$ cat src/rtl/assert_macros.svh
// Assertion macros for the RTL of the colouring block.
`ifndef ASSERT_MACROS_SVH
`define ASSERT_MACROS_SVH

// Check a property at every rising clock edge outside reset.
`define ASSERT_CLK(label, prop, msg) \
   label: assert property (@(posedge clock) disable iff (reset) (prop)) else $error(msg);

// Check that a condition never holds at a rising clock edge outside reset.
`define ASSERT_NEVER(label, expr, msg) \
   label: assert property (@(posedge clock) disable iff (reset) !(expr)) else $error(msg);

`endif

$ cat src/rtl/gmc_pkg.sv
// Package of constants and codes for the graph colouring block.
`timescale 1ns / 1ps

package gmc_pkg;

   localparam int DEFAULT_NUM_VERTICES = 8;
   localparam int MAX_COLORS = 8;
   localparam int ROW_W = 8;
   localparam int INDEX_W = 3;
   localparam int COLOR_W = 4;

   localparam logic [COLOR_W-1:0] NUM_COLORS_RESET = 4'd3;

   localparam logic KIND_LOAD = 1'b0;
   localparam logic KIND_SOLVE = 1'b1;

endpackage

$ cat src/rtl/graph_m_coloring_backtrack.sv
// Graph m-colouring engine: adjacency store, backtracking search and result streaming.
`timescale 1ns / 1ps
//
// Use of the block:
//   req_ channel: one word per item. kind = load writes row_bits into the adjacency
//     row of vertex row_index (rows past the last vertex are dropped); kind = solve
//     starts a depth-first search over colours 1..num_colors, lowest colour first.
//   rsp_ channel: a solve answers with one word per vertex in index order
//     (found = 1, last on the final vertex), or with a single not-found word.
//   csr_ channel: writes num_colors (counts above eight act as eight). Write it only
//     while the block is idle; the port is always ready.
// Loads and solves:
//   A load leaves the sequencer idle, so rows stream in back to back.
//   A solve visits a vertex in S_READ (one adjacency memory read), then S_TRY (one
//   check of every colour against the neighbours at once); once the search ends,
//   the words follow, one word per cycle while rsp_ready is high.
//   The search length is set by the number of visits that backtracking needs.
// Reset and stalls:
//   Reset empties the graph (per-row valid bits), sets num_colors to 3 and idles.
//   req_ready is low while a solve runs or its words stream out; the last word is
//   held in the output register, so the next item is accepted while it waits.
//   A stalled rsp_ready holds the search at the output stage without loss.

module graph_m_coloring_backtrack
   import gmc_pkg::*;
#(
   parameter int NUM_VERTICES = DEFAULT_NUM_VERTICES
) (
   input  logic               clock,
   input  logic               reset,
   // configuration write
   input  logic               csr_valid,
   output logic               csr_ready,
   input  logic [COLOR_W-1:0] csr_wdata,
   // item channel
   input  logic               req_valid,
   output logic               req_ready,
   input  logic               req_kind,
   input  logic [INDEX_W-1:0] req_row_index,
   input  logic [ROW_W-1:0]   req_row_bits,
   // result channel
   output logic               rsp_valid,
   input  logic               rsp_ready,
   output logic               rsp_found,
   output logic [INDEX_W-1:0] rsp_vertex,
   output logic [COLOR_W-1:0] rsp_vertex_color,
   output logic               rsp_last
);

   // Vertex index width and number of stored row bits (rows hold at most eight).
   localparam int VW = (NUM_VERTICES > 1) ? $clog2(NUM_VERTICES) : 1;
   localparam int RW = (NUM_VERTICES < ROW_W) ? NUM_VERTICES : ROW_W;
   localparam logic [VW-1:0] LAST_VERTEX = VW'(NUM_VERTICES - 1);

   // Sequencer codes.
   localparam logic [2:0] S_IDLE = 3'd0;
   localparam logic [2:0] S_READ = 3'd1;
   localparam logic [2:0] S_TRY  = 3'd2;
   localparam logic [2:0] S_OUT  = 3'd3;
   localparam logic [2:0] S_FAIL = 3'd4;

   logic [2:0] state_ff, state_in;
   logic [VW-1:0] vertex_ff, vertex_in;
   logic [COLOR_W-1:0] cand_ff, cand_in;
   logic [COLOR_W-1:0] num_colors_ff;
   logic [COLOR_W-1:0] colors_ff [NUM_VERTICES];
   logic [COLOR_W-1:0] colors_in [NUM_VERTICES];

   // Adjacency memory: one write port for loads, one registered read port for the search.
   logic [RW-1:0] adj_mem [NUM_VERTICES];
   logic [NUM_VERTICES-1:0] adj_valid_ff;
   logic [RW-1:0] adj_rd_ff;
   logic adj_rd_valid_ff;

   // Output register.
   logic rsp_valid_ff, rsp_valid_in;
   logic rsp_found_ff, rsp_found_in;
   logic [INDEX_W-1:0] rsp_vertex_ff, rsp_vertex_in;
   logic [COLOR_W-1:0] rsp_color_ff, rsp_color_in;
   logic rsp_last_ff, rsp_last_in;

   logic req_fire;
   logic load_we;
   logic [VW-1:0] load_addr;
   logic slot_free;
   logic [COLOR_W-1:0] limit;
   logic [RW-1:0] row;
   logic [MAX_COLORS-1:0] forbid;
   logic [MAX_COLORS-1:0] allowed;
   logic [COLOR_W-1:0] pick;
   logic [VW-1:0] sel_idx;
   logic [COLOR_W-1:0] sel_color;
   logic fail_word_bad;
   logic colour_ok;

   assign csr_ready = 1'b1;
   assign req_ready = (state_ff == S_IDLE);
   assign req_fire = req_valid && req_ready;

   // Drop loads whose row lies past the last vertex.
   assign load_we = req_fire && (req_kind == KIND_LOAD)
                    && ({29'd0, req_row_index} < 32'(NUM_VERTICES));
   assign load_addr = VW'(req_row_index);

   assign slot_free = !rsp_valid_ff || rsp_ready;
   assign limit = (num_colors_ff > COLOR_W'(MAX_COLORS)) ? COLOR_W'(MAX_COLORS)
                                                          : num_colors_ff;

   // One shared colour read: the vertex being streamed, or the previous vertex on backtrack.
   assign sel_idx = (state_ff == S_OUT) ? vertex_ff : vertex_ff - VW'(1);
   assign sel_color = colors_ff[sel_idx];

   assign row = adj_rd_valid_ff ? adj_rd_ff : '0;

   // Colours held by marked neighbours, then the lowest free colour in range.
   always_comb begin
      logic [COLOR_W-1:0] code;
      forbid = '0;
      for (int i = 0; i < RW; i++) begin
         code = colors_ff[i] - COLOR_W'(1);
         if (row[i] && (colors_ff[i] != '0)) begin
            forbid[code[2:0]] = 1'b1;
         end
      end
      for (int k = 0; k < MAX_COLORS; k++) begin
         allowed[k] = !forbid[k] && (COLOR_W'(k + 1) >= cand_ff)
                      && (COLOR_W'(k + 1) <= limit);
      end
      pick = '0;
      for (int k = MAX_COLORS - 1; k >= 0; k--) begin
         if (allowed[k]) begin
            pick = COLOR_W'(k + 1);
         end
      end
   end

   // Search sequencer and result streaming.
   always_comb begin
      state_in = state_ff;
      vertex_in = vertex_ff;
      cand_in = cand_ff;
      colors_in = colors_ff;
      rsp_valid_in = rsp_valid_ff && !rsp_ready;
      rsp_found_in = rsp_found_ff;
      rsp_vertex_in = rsp_vertex_ff;
      rsp_color_in = rsp_color_ff;
      rsp_last_in = rsp_last_ff;

      unique case (state_ff)
         S_IDLE: begin
            // Start a solve from an empty colouring.
            if (req_fire && (req_kind == KIND_SOLVE)) begin
               for (int i = 0; i < NUM_VERTICES; i++) begin
                  colors_in[i] = '0;
               end
               vertex_in = '0;
               cand_in = COLOR_W'(1);
               state_in = S_READ;
            end
         end
         S_READ: begin
            state_in = S_TRY;
         end
         S_TRY: begin
            if (pick != '0) begin
               // Place the colour and advance, or finish on the last vertex.
               colors_in[vertex_ff] = pick;
               if (vertex_ff == LAST_VERTEX) begin
                  vertex_in = '0;
                  state_in = S_OUT;
               end else begin
                  vertex_in = vertex_ff + VW'(1);
                  cand_in = COLOR_W'(1);
                  state_in = S_READ;
               end
            end else if (vertex_ff == '0) begin
               cand_in = '0;
               state_in = S_FAIL;
            end else begin
               // Step back: retry the previous vertex from its next colour.
               vertex_in = sel_idx;
               cand_in = sel_color + COLOR_W'(1);
               colors_in[sel_idx] = '0;
               state_in = S_READ;
            end
         end
         S_OUT: begin
            if (slot_free) begin
               rsp_valid_in = 1'b1;
               rsp_found_in = 1'b1;
               rsp_vertex_in = INDEX_W'(vertex_ff);
               rsp_color_in = sel_color;
               rsp_last_in = (vertex_ff == LAST_VERTEX);
               if (vertex_ff == LAST_VERTEX) begin
                  state_in = S_IDLE;
               end else begin
                  vertex_in = vertex_ff + VW'(1);
               end
            end
         end
         S_FAIL: begin
            if (slot_free) begin
               rsp_valid_in = 1'b1;
               rsp_found_in = 1'b0;
               rsp_vertex_in = '0;
               rsp_color_in = '0;
               rsp_last_in = 1'b1;
               state_in = S_IDLE;
            end
         end
         default: begin
            state_in = S_IDLE;
         end
      endcase
   end

   // Adjacency memory: write on load, registered read at the current vertex.
   always_ff @(posedge clock) begin
      if (load_we) begin
         adj_mem[load_addr] <= req_row_bits[RW-1:0];
      end
      adj_rd_ff <= adj_mem[vertex_ff];
   end

   always_ff @(posedge clock) begin
      if (reset) begin
         state_ff <= S_IDLE;
         vertex_ff <= '0;
         cand_ff <= '0;
         num_colors_ff <= NUM_COLORS_RESET;
         adj_valid_ff <= '0;
         adj_rd_valid_ff <= 1'b0;
         rsp_valid_ff <= 1'b0;
         for (int i = 0; i < NUM_VERTICES; i++) begin
            colors_ff[i] <= '0;
         end
      end else begin
         state_ff <= state_in;
         vertex_ff <= vertex_in;
         cand_ff <= cand_in;
         colors_ff <= colors_in;
         rsp_valid_ff <= rsp_valid_in;
         adj_rd_valid_ff <= adj_valid_ff[vertex_ff];
         if (load_we) begin
            adj_valid_ff[load_addr] <= 1'b1;
         end
         if (csr_valid && csr_ready) begin
            num_colors_ff <= csr_wdata;
         end
      end
   end

   // Result payload holds until a new word is loaded.
   always_ff @(posedge clock) begin
      rsp_found_ff <= rsp_found_in;
      rsp_vertex_ff <= rsp_vertex_in;
      rsp_color_ff <= rsp_color_in;
      rsp_last_ff <= rsp_last_in;
   end

   assign rsp_valid = rsp_valid_ff;
   assign rsp_found = rsp_found_ff;
   assign rsp_vertex = rsp_vertex_ff;
   assign rsp_vertex_color = rsp_color_ff;
   assign rsp_last = rsp_last_ff;

   assign fail_word_bad = rsp_valid && !rsp_found && (!rsp_last || (rsp_vertex_color != '0));
   assign colour_ok = (rsp_vertex_color != '0) && (rsp_vertex_color <= limit);

`include "assert_macros.svh"

   `ASSERT_CLK(a_try_follows_read, (state_ff == S_TRY) |-> $past(state_ff) == S_READ, "no row read")
   `ASSERT_NEVER(a_fail_single_word, fail_word_bad, "bad not-found word")
   `ASSERT_CLK(a_colour_in_range, (rsp_valid && rsp_found) |-> colour_ok, "colour out of range")

endmodule
$ cat config.mk
export PLATFORM = sky130hd
export DESIGN_NAME = graph_m_coloring_backtrack
export DESIGN_NICKNAME = d
export VERILOG_FILES = /design/src/rtl/gmc_pkg.sv /design/src/rtl/graph_m_coloring_backtrack.sv
export VERILOG_INCLUDE_DIRS = /design/src /design/src/rtl
export SDC_FILE = /design/constraint.sdc
export NUM_CORES = 1
export LEC_CHECK = 0
export ABC_CLOCK_PERIOD_IN_PS = 7100
export BUFFER_PORTS_ARGS = -buffer_cell sky130_fd_sc_hd__buf_2
export CAP_MARGIN = 20
export CORE_UTILIZATION = 50
export CTS_CLUSTER_DIAMETER = 200
export DETAILED_ROUTE_END_ITERATION = 8
export GPL_ROUTABILITY_DRIVEN = 1
export GPL_TIMING_DRIVEN = 0
export PLACE_DENSITY = 0.67
export SYNTH_ARGS = -nofsm -noshare
export SYNTH_HDL_FRONTEND = slang
export SYNTH_SLANG_ARGS = --single-unit
export TNS_END_PERCENT = 10
$ cat constraint.sdc
create_clock -name clock -period 7.1 [get_ports clock]
set_clock_uncertainty 0.15 [all_clocks]
set_input_delay 1.775 -clock clock [delete_from_list [all_inputs] [get_ports clock]]
set_output_delay 1.775 -clock clock [all_outputs]
set_load 0.02 [all_outputs]
# After elaboration in Yosys (flattened, before gate mapping)

Memory sizes are Yosys's and may differ from the RTL's. A register that Yosys moved wholly into a read port is not among the register bits.
Index checks and enable logic that the tools add are counted.

Memory bits (writable): 64
Bits in latches: 0
Memory bits (read-only): 0
Output and inout bits: 12
Word-level logic and storage cells: 251
Input bits: 21
Flip-flop bits (word level): 65
Memories kept: 1

Reductions and logical operators: 70
Add/sub/neg operators: 11
Eq/ne operators: 12
Shift-type cells: 0
Multiply operators: 0
Order comparisons: 40
Muxes and demuxes: 85
Bitwise gates (word level): 13
Div/mod/pow operators: 0

Memories:

| name    | depth | width | rd ports | clocked after Yosys merged registers in | wr ports | line                             | source |
|---|---|---|---|---|---|---|---|
| adj_mem | 8     | 8     | 1        | 1                                       | 1        | graph_m_coloring_backtrack.sv:70 | `logic [RW-1:0] adj_mem [NUM_VERTICES];` |

Operators by type and width:

| operator              | count |
|---|---|
| $mux W32              | 3 |
| $mux W4               | 19 |
| $mux W8               | 9 |
| $or A8 B8 Y8          | 8 |
| $pmux W32 S2          | 1 |
| $mux W3               | 14 |
| $lt A3 B4 Y1 const B  | 10 |
| $logic_and A1 B1 Y1   | 39 |
| $reduce_bool A4 Y1    | 9 |
| $and A32 B32 Y32      | 1 |
| $bwmux W32            | 1 |
| $not A32 Y32          | 1 |
| $demux W1 S3          | 9 |
| $ge A3 B1 Y1 const B  | 9 |
| $sub A3 B1 Y3 const B | 9 |
| $demux W4 S3          | 2 |
| $mux W1               | 17 |
| $ge A3 B4 Y1 const A  | 4 |
| $le A3 B4 Y1 const A  | 4 |
| $pmux W4 S2           | 2 |
| $pmux W3 S5           | 1 |
| $bmux W4 S3           | 1 |
| $logic_not A1 Y1      | 10 |
| $pmux W3 S3           | 1 |
| other kinds (31)      | 47 |

# Depth between registers and ports, before layout

Gate-level depths: netlist of the first run.

Word-level depth: 34
Mapped depth: 13
Mapped depth without buffers: 11

# Worst setup path after synthesis of the first run

OpenSTA, ideal clock, no wires.

Path type: register -> register
Start: reg vertex_ff[0]
End: reg cand_ff[2]
Arrival time: 3014 ps
Path slack: 3819 ps
Buffers on the path: 1
Library setup time: 117 ps
Data required time: 6833 ps
Period minus slack after synthesis: 3281 ps
Cell stages (with the launch flop): 12
Path through: dfxtp_1 -> clkbuf_1 -> clkinv_1 -> ha_1 -> nor2b_1 -> a211oi_1 -> mux4_2 -> mux2i_1 -> inv_1 -> ha_1 -> xnor2_1 -> a22o_1

Longest elaborated chain between the ends: 10
Elaborated cells between the ends (all ways): 14
Classes of those cells: add/sub: 2; eq/ne: 2; mux: 7; bitwise: 1; reduce/logical: 2

Ends and longest elaborated chain:

| item                                            | line                              | source |
|---|---|---|
| from (decl)                                     | graph_m_coloring_backtrack.sv:63  | `logic [VW-1:0] vertex_ff, vertex_in;` |
| from (signal assigned)                          | graph_m_coloring_backtrack.sv:239 | `vertex_ff <= vertex_in;` |
| $sub A3 B1 Y3                                   | graph_m_coloring_backtrack.sv:110 | `assign sel_idx = (state_ff == S_OUT) ? vertex_ff : vertex_ff - VW'(1);` |
| $mux W3 (*)                                     | graph_m_coloring_backtrack.sv:110 |  |
| $not A3 Y4 (implied by the code) (*)            | graph_m_coloring_backtrack.sv:111 | `assign sel_color = colors_ff[sel_idx];` |
| $bmux W4 S3 (*)                                 | graph_m_coloring_backtrack.sv:111 |  |
| $mux W4 (implied by the code) (*) (2 in series) | graph_m_coloring_backtrack.sv:111 |  |
| named net sel_color[1]                          | graph_m_coloring_backtrack.sv:92  | `logic [COLOR_W-1:0] sel_color;` |
| $add A4 B1 Y4 (*)                               | graph_m_coloring_backtrack.sv:182 | `cand_in = sel_color + COLOR_W'(1);` |
| $mux W4 (*)                                     | graph_m_coloring_backtrack.sv:176 | `end else if (vertex_ff == '0) begin` |
| $mux W4 (*)                                     | graph_m_coloring_backtrack.sv:165 | `if (pick != '0) begin` |
| $pmux W4 S2 (*)                                 | graph_m_coloring_backtrack.sv:149 | `unique case (state_ff)` |
| to (signal assigned)                            | graph_m_coloring_backtrack.sv:240 | `cand_ff <= cand_in;` |
| to (decl)                                       | graph_m_coloring_backtrack.sv:64  | `logic [COLOR_W-1:0] cand_ff, cand_in;` |

The timed path passes the listed nets; every way through them passes the cells marked *. The select of a mux whose other input is x is not followed.
A chain may end at the register's enable or synchronous reset.

# Final worst setup path of the first run

Ends and elaborated chain as after synthesis.

==> results of run 1 <==
## power groups by stage
stage	Clock (mW)	Combinational, mW	Sequential [mW]
2_1_floorplan	0	0.0858	0.870
3_3_place_gp	0	0.127	0.874
3_5_place_dp	0	0.130	0.875
4_1_cts	0.942	0.131	0.857
5_1_grt	0.976	0.143	0.859
6_report	0.940	0.134	0.858
## cells in the final DEF, fill, tap and decap left out, drive strengths merged, types with 19 or more instances in the layout
cell type  Yosys  final
edfxtp        73     73
dfxtp         64     64
nor2          54     54
clkbuf        29     46
buf           11     42
nand2         38     38
a22oi         36     36
inv           28     36
nor3          34     34
a22o          24     24
nand3         21     21
a21oi         19     19
## cell usage after synthesis (all sizes together), types with 5 or more instances
library cell / count
edfxtp: 73
dfxtp: 64
nor2: 54
nand2: 38
a22oi: 36
nor3: 34
clkbuf: 29
inv: 28
a22o: 24
nand3: 21
a21oi: 19
nor4: 18
nand4: 17
ha: 14
nand2b: 12
buf: 11
a211oi: 10
nand3b: 10
nor4b: 10
o21ai: 10
a2111oi: 9
mux2i: 9
a31oi: 8
a32o: 8
o32ai: 8
xor2: 8
nor2b: 7
o22ai: 7
and3: 6
or2: 6
or3: 6
nand4b: 5
o31ai: 5
or4: 5
xnor2: 5
## per-stage QoR
step / cell area, um2 / util (%) / power [mW] / hold slack (ps)
finish: 8130 / 58.6 / 1.93 / 326
global route: 8130 / 58.6 / 1.98 / 348
global placement: 7480 / 53.9 / 1.00 / 302
CTS: 8130 / 58.6 / 1.93 / 330
floorplan: 7110 / - / 0.956 / 291
detailed placement: 7500 / 54.0 / 1.00 / 310
## path summary, 6_finish.rpt
path	end
worst min register to register	adj_rd_ff[2]
worst max-delay path	cand_ff[2]
worst max register to register	cand_ff[2]
worst min-delay path	adj_rd_ff[2]
## critical path: cells and delay by family (launching register included)
family                     cells  cell delay [ps]
adders and majority gates      2              690
buffers and inverters          4              900
DFF                            1              330
AOI/OAI and AO/OA              1              190
xor gates and xnor gates       1              120
muxes                          3             1700
## cell type report
class / instances / area (um2)
Timing Repair Buffer: 31 / 155
Multi-Input combinational cell: 481 / 3360
Inverter: 29 / 109
Clock buffer: 17 / 425
Buffer: 40 / 181
Sequential cell: 137 / 3470
Clock inverter: 15 / 204
Tap cell: 180 / 225
Fill cell: 1188 / 5750
## flip-flops by register name, indices dropped and copies added, names as in the netlist
name / count
adj_mem: 64
colors_ff: 32
adj_rd_ff: 8
adj_valid_ff: 8
cand_ff: 4
num_colors_ff: 4
rsp_vertex_color: 4
rsp_vertex: 3
state_ff: 3
vertex_ff: 3
adj_rd_valid_ff: 1
rsp_found: 1
rsp_last: 1
rsp_valid: 1
## kinds of logic (layout without fill, tap and decap cells)
| kind of cell | count (synthesis) | count (layout) | share of synthesized area (%) |
|---|---|---|---|
| simple gates | 265 | 265 | 20.9 |
| xor+xnor | 13 | 13 | 1.71 |
| other cells | 1 | 1 | 0.0527 |
| mux | 12 | 12 | 2.06 |
| fa+ha+maj | 14 | 14 | 2.46 |
| compound gates | 176 | 176 | 19.9 |
| buf+inv | 69 | 132 | 4.08 |
| flops | 137 | 137 | 48.8 |
## routing by layer
| layer | global-route usage, % | up-vias | wire length [um] |
|---|---|---|---|
| met5 | 0 | - | 0 |
| met4 | 10.9 | 0 | 538 |
| met3 | 5.59 | 48 | 1550 |
| met2 | 48.8 | 303 | 10100 |
| met1 | 38.4 | 2958 | 8660 |
| li1 | - | 2787 | - |
==> flow_summary.yaml, run 1 <==
sta:
  hold_viol: 0
  grt_setup_unrepaired: "no"
  fin_tns_setup_ps: 0
  slew_viol_final: 0
  timing.fmax_ghz: 0.238
  fin_crit_sh_pct: 59.3
  post-route-min-period_ps: 4210
  worst_slack_ps: 2890
  worst_slew_pin_slew_ps: 1020
  setup_violations: 0
  timing.slew.headroom_pct: 31.7
finish:
  syn_to_final_growth_pct: 14.3
  final_cells: 930
  fin_nets: 772
  diodes: 0
  layout-drive-gt1-share_pct: 14.5
route:
  routedWlPerCell_um: 22.4
  vias: 6096
  antenna_left: 0
  dr.pass1.iters: 7
  via_per_inst: 6.55
  drt_drc_violations_left: 0
  drt_iter0_drc: 617
  drt-total-wl_mm: 20.8
min_path:
  hold_path_depth: 2
  hold_class: "reg2reg"
  hp-start: "adj_mem[1][2]"
pwr:
  power.switching_mw: 0.475
  p_comb_share_pct: 6.9
  p_seq_share_pct: 44.4
  p_int_mw: 1.46
  clockPowerShare_pct: 48.7
  pwr_density_cell_nw_per_um2: 238
  power_leakage_nw: 2.68
  swShare_pct: 24.6
  ir_drop_v: 0.000274
clocking:
  cts.sinks: 137
  root_buffer: "clkbuf_16"
  path_clk_slew_ps: 60
  cts_setup_buffers: 0
  cts_tree: "built"
  ctsResizeCount: 0
  cts_buffers: 17
  clock_path_buffers: 2
  cts_hold_buffers: 0
  htree_levels: 4
  clk_latency_ps: 430
floorplanning:
  fp.dieW_um: 121
  core_um2: 13900
  io-pin-count: 33
  initial_core_util_pct: 51.2
  die_h_um: 121
  rows: 43
  dieArea_um2: 14700
placement:
  dp_slack_ps: 3000
  gp_congestion: 0.910
  dp_cells: 898
  io_buffers: 29
  dp_hpwl_mm: 15.3
setup_path:
  max_stage_delay_ps: 700
  crit_chain: "clkbuf_1 -> clkinv_1 -> ha_1 -> inv_1 -> mux2i_1 -> mux4_2 -> mux2i_1 -> inv_1 -> ha_1 -> xnor2_1 -> a22o_1"
  crit_slowest_cell: "mux2i_1"
  start_kind: "register"
  ff2ff_setup_slack_ps: 2890
  arrival_ps: 4370
  startpoint: "vertex_ff[0]"
  r2r_start: "vertex_ff[0]"
  worstPathMaxFanout: 10
  worstRegToRegCells: 11
  setup.worst_path.class: "reg2reg"
  crit_required_ps: 7260
  cp-end-kind: "register"
synth:
  ys_seq_area_share_pct: 48.8
  synth_top_area_share_pct: 30.8
  synth_edf_count: 73
  netlist_instances: 687
  ys_ff_latch: 137
  ys_types: 81
  postSynthAreaPerCell_um2: 10.4
  synth-main-ff-cell: "edfxtp_1"
  syn_area_um2: 7110
  async_flop_share_pct: 0
  yosysTopAreaCell: "edfxtp_1"
  syn_nets: 722
  ys_warn_count: 0
  ys_top_cells_by_area: "edfxtp_1 (31%), dfxtp_1 (18%), a22oi_1 (3.8%)"
run_status:
  status: "complete, no violations"
global_routing:
  overflow: 0
  grt_max_degree: 17
  antenna_found_initial: 0
  grt.total_usage_pct: 29.5
  grt_pass1_vias: 5713
  grt_pass1_wl_mm: 31.8
flow_run:
  timing.max_cap.violations: 0
Power figures use the tool's default switching activity.
==> inputs of run 2 (changes only) <==
- ABC_CLOCK_PERIOD_IN_PS: 7100 -> 4250
- clock period: 7.1 -> 4.25 ns (I/O delays scaled with it)
==> flow_summary.yaml, run 2 (synthesis gave the netlist of run 1 again) <==
run_status:
  status: "complete, no violations"
setup_path:
  setup.worst_path.class: "reg2reg"
  worstPathMaxFanout: 10
  r2r_start: "vertex_ff[0]"
  crit_required_ps: 4410
  startpoint: "vertex_ff[0]"
  cp-end-kind: "register"
  start_kind: "register"
  arrival_ps: 4160
floorplanning:
  core_um2: 13900
  die_h_um: 121
  rows: 43
  io-pin-count: 33
  fp.dieW_um: 121
  dieArea_um2: 14700
  initial_core_util_pct: 51.2
placement:
  io_buffers: 29
  place_area_um2: 7500
  gp_congestion: 0.910
  dp_cells: 898
  dp_hpwl_mm: 15.3
finish:
  final_core_util_pct: 58.6
  final_cells: 930
  reg.largest.list: "adj_mem: 64 flops, colors_ff: 32 flops"
  layout_commonest_cell: "edfxtp_1"
  syn_to_final_growth_pct: 14.4
  largest_reg_flops: 64
  largest-register: "adj_mem"
  fin_nets: 772
  final_cell_mix: "edfxtp_1 (73), dfxtp_1 (64), nor2_1 (53)"
  diodes: 0
  final_area_um2: 8130
  layout-drive-gt1-share_pct: 14.7
global_routing:
  busiest_layer: "met2"
  met2_usage_pct: 48.8
  overflow: 0
  met1_usage_pct: 38.4
  grt_max_degree: 17
  grt_pass1_wl_mm: 31.8
  grt_use_met3_pct: 5.59
  antenna_found_initial: 0
  grt_pass1_vias: 5713
  grt.total_usage_pct: 29.5
sta:
  timing.slew.headroom_pct: 31.3
  setup_violations: 0
  timing.fmax_ghz: 0.250
  post-route-min-period_ps: 4000
  hold_viol: 0
  worst_slew_pin_slew_ps: 1030
  fin_crit_sh_pct: 94.1
  slew_viol_final: 0
  fin_tns_setup_ps: 0
  grt_setup_unrepaired: "no"
clocking:
  path_clk_slew_ps: 60
  cts.sinks: 137
  root_buffer: "clkbuf_16"
  cts_setup_buffers: 0
  cts_buffers: 17
  clock_path_buffers: 2
  clk_latency_ps: 430
  htree_levels: 4
  cts_tree: "built"
route:
  drt_iter0_drc: 557
  vias: 6030
  drt-total-wl_mm: 20.8
  drt_drc_violations_left: 0
  via_per_inst: 6.48
  routedWlPerCell_um: 22.4
  antenna_left: 0
  dr.pass1.iters: 5
min_path:
  hp-start: "adj_mem[1][2]"
  hold_class: "reg2reg"
flow_run:
  timing.max_cap.violations: 0
pwr:
  power.switching_mw: 0.797
  pwr_density_cell_nw_per_um2: 397
  power_leakage_nw: 2.68
  p_seq_share_pct: 44.4
  p_int_mw: 2.43
  p_comb_share_pct: 6.9
  swShare_pct: 24.7
  ir_drop_v: 0.000460
  clockPowerShare_pct: 48.7
## run 2: cell types whose count changed in the layout (fill, tap and decap cells not counted)
cell / delta
mux2i_1: -1
mux2i_2: +1
## run 2: metal layers
metal | routed length [um] | share of wire (%)
met5 | 0 | 0
met4 | 543 | 2.6
met2 | 10000 | 48
met1 | 8880 | 43
met3 | 1360 | 6.5
## run 2: per-stage QoR
stage	power, mW	hold WS (ps)	setup slack, ps
after floorplan	1.60	291	969
after detailed placement	1.68	310	149
after global placement	1.67	302	40.9
after global routing	3.30	348	87.9
after CTS	3.22	330	119
final	3.23	325	250
## run 2: worst paths after layout
kind                            slack (ps)  cells past startpoint            to
worst max-delay path                   250                     12    cand_ff[2]
worst min-delay path                   330                      2  adj_rd_ff[2]
worst max register to register         250                     12    cand_ff[2]
worst min register to register         330                      2  adj_rd_ff[2]
## run 2: repair_timing
action | CTS | global route
hold buffers | 0 | 0
resized for setup | 0 | 1
endpoints found under the setup margin | 0 | 4
## run 2: power groups by stage
stage | Clock (mW) | Sequential, mW | Combinational [mW]
after detailed placement | 0 | 1.46 | 0.217
after global routing | 1.63 | 1.43 | 0.239
after CTS | 1.57 | 1.43 | 0.218
after floorplan | 0 | 1.45 | 0.143
final | 1.57 | 1.43 | 0.223
after global placement | 0 | 1.46 | 0.211
## run 2: final cells by class
class | count | area (um2)
Fill cell | 1186 | 5750
Sequential cell | 137 | 3470
Multi-Input combinational cell | 481 | 3360
Clock buffer | 17 | 425
Tap cell | 180 | 225
Clock inverter | 15 | 204
Buffer | 40 | 181
Timing Repair Buffer | 31 | 155
Inverter | 29 | 109
## run 2: worst max-delay path, stage by stage (launching register included)
cell and delay, ps:
dfxtp_1 330, clkbuf_1 330, clkinv_1 400, ha_1 340, nor2b_1 150, a211oi_1 550, buf_2 290, mux4_2 320
mux2i_1 400, inv_1 90, ha_1 220, xnor2_1 120, a22o_1 190
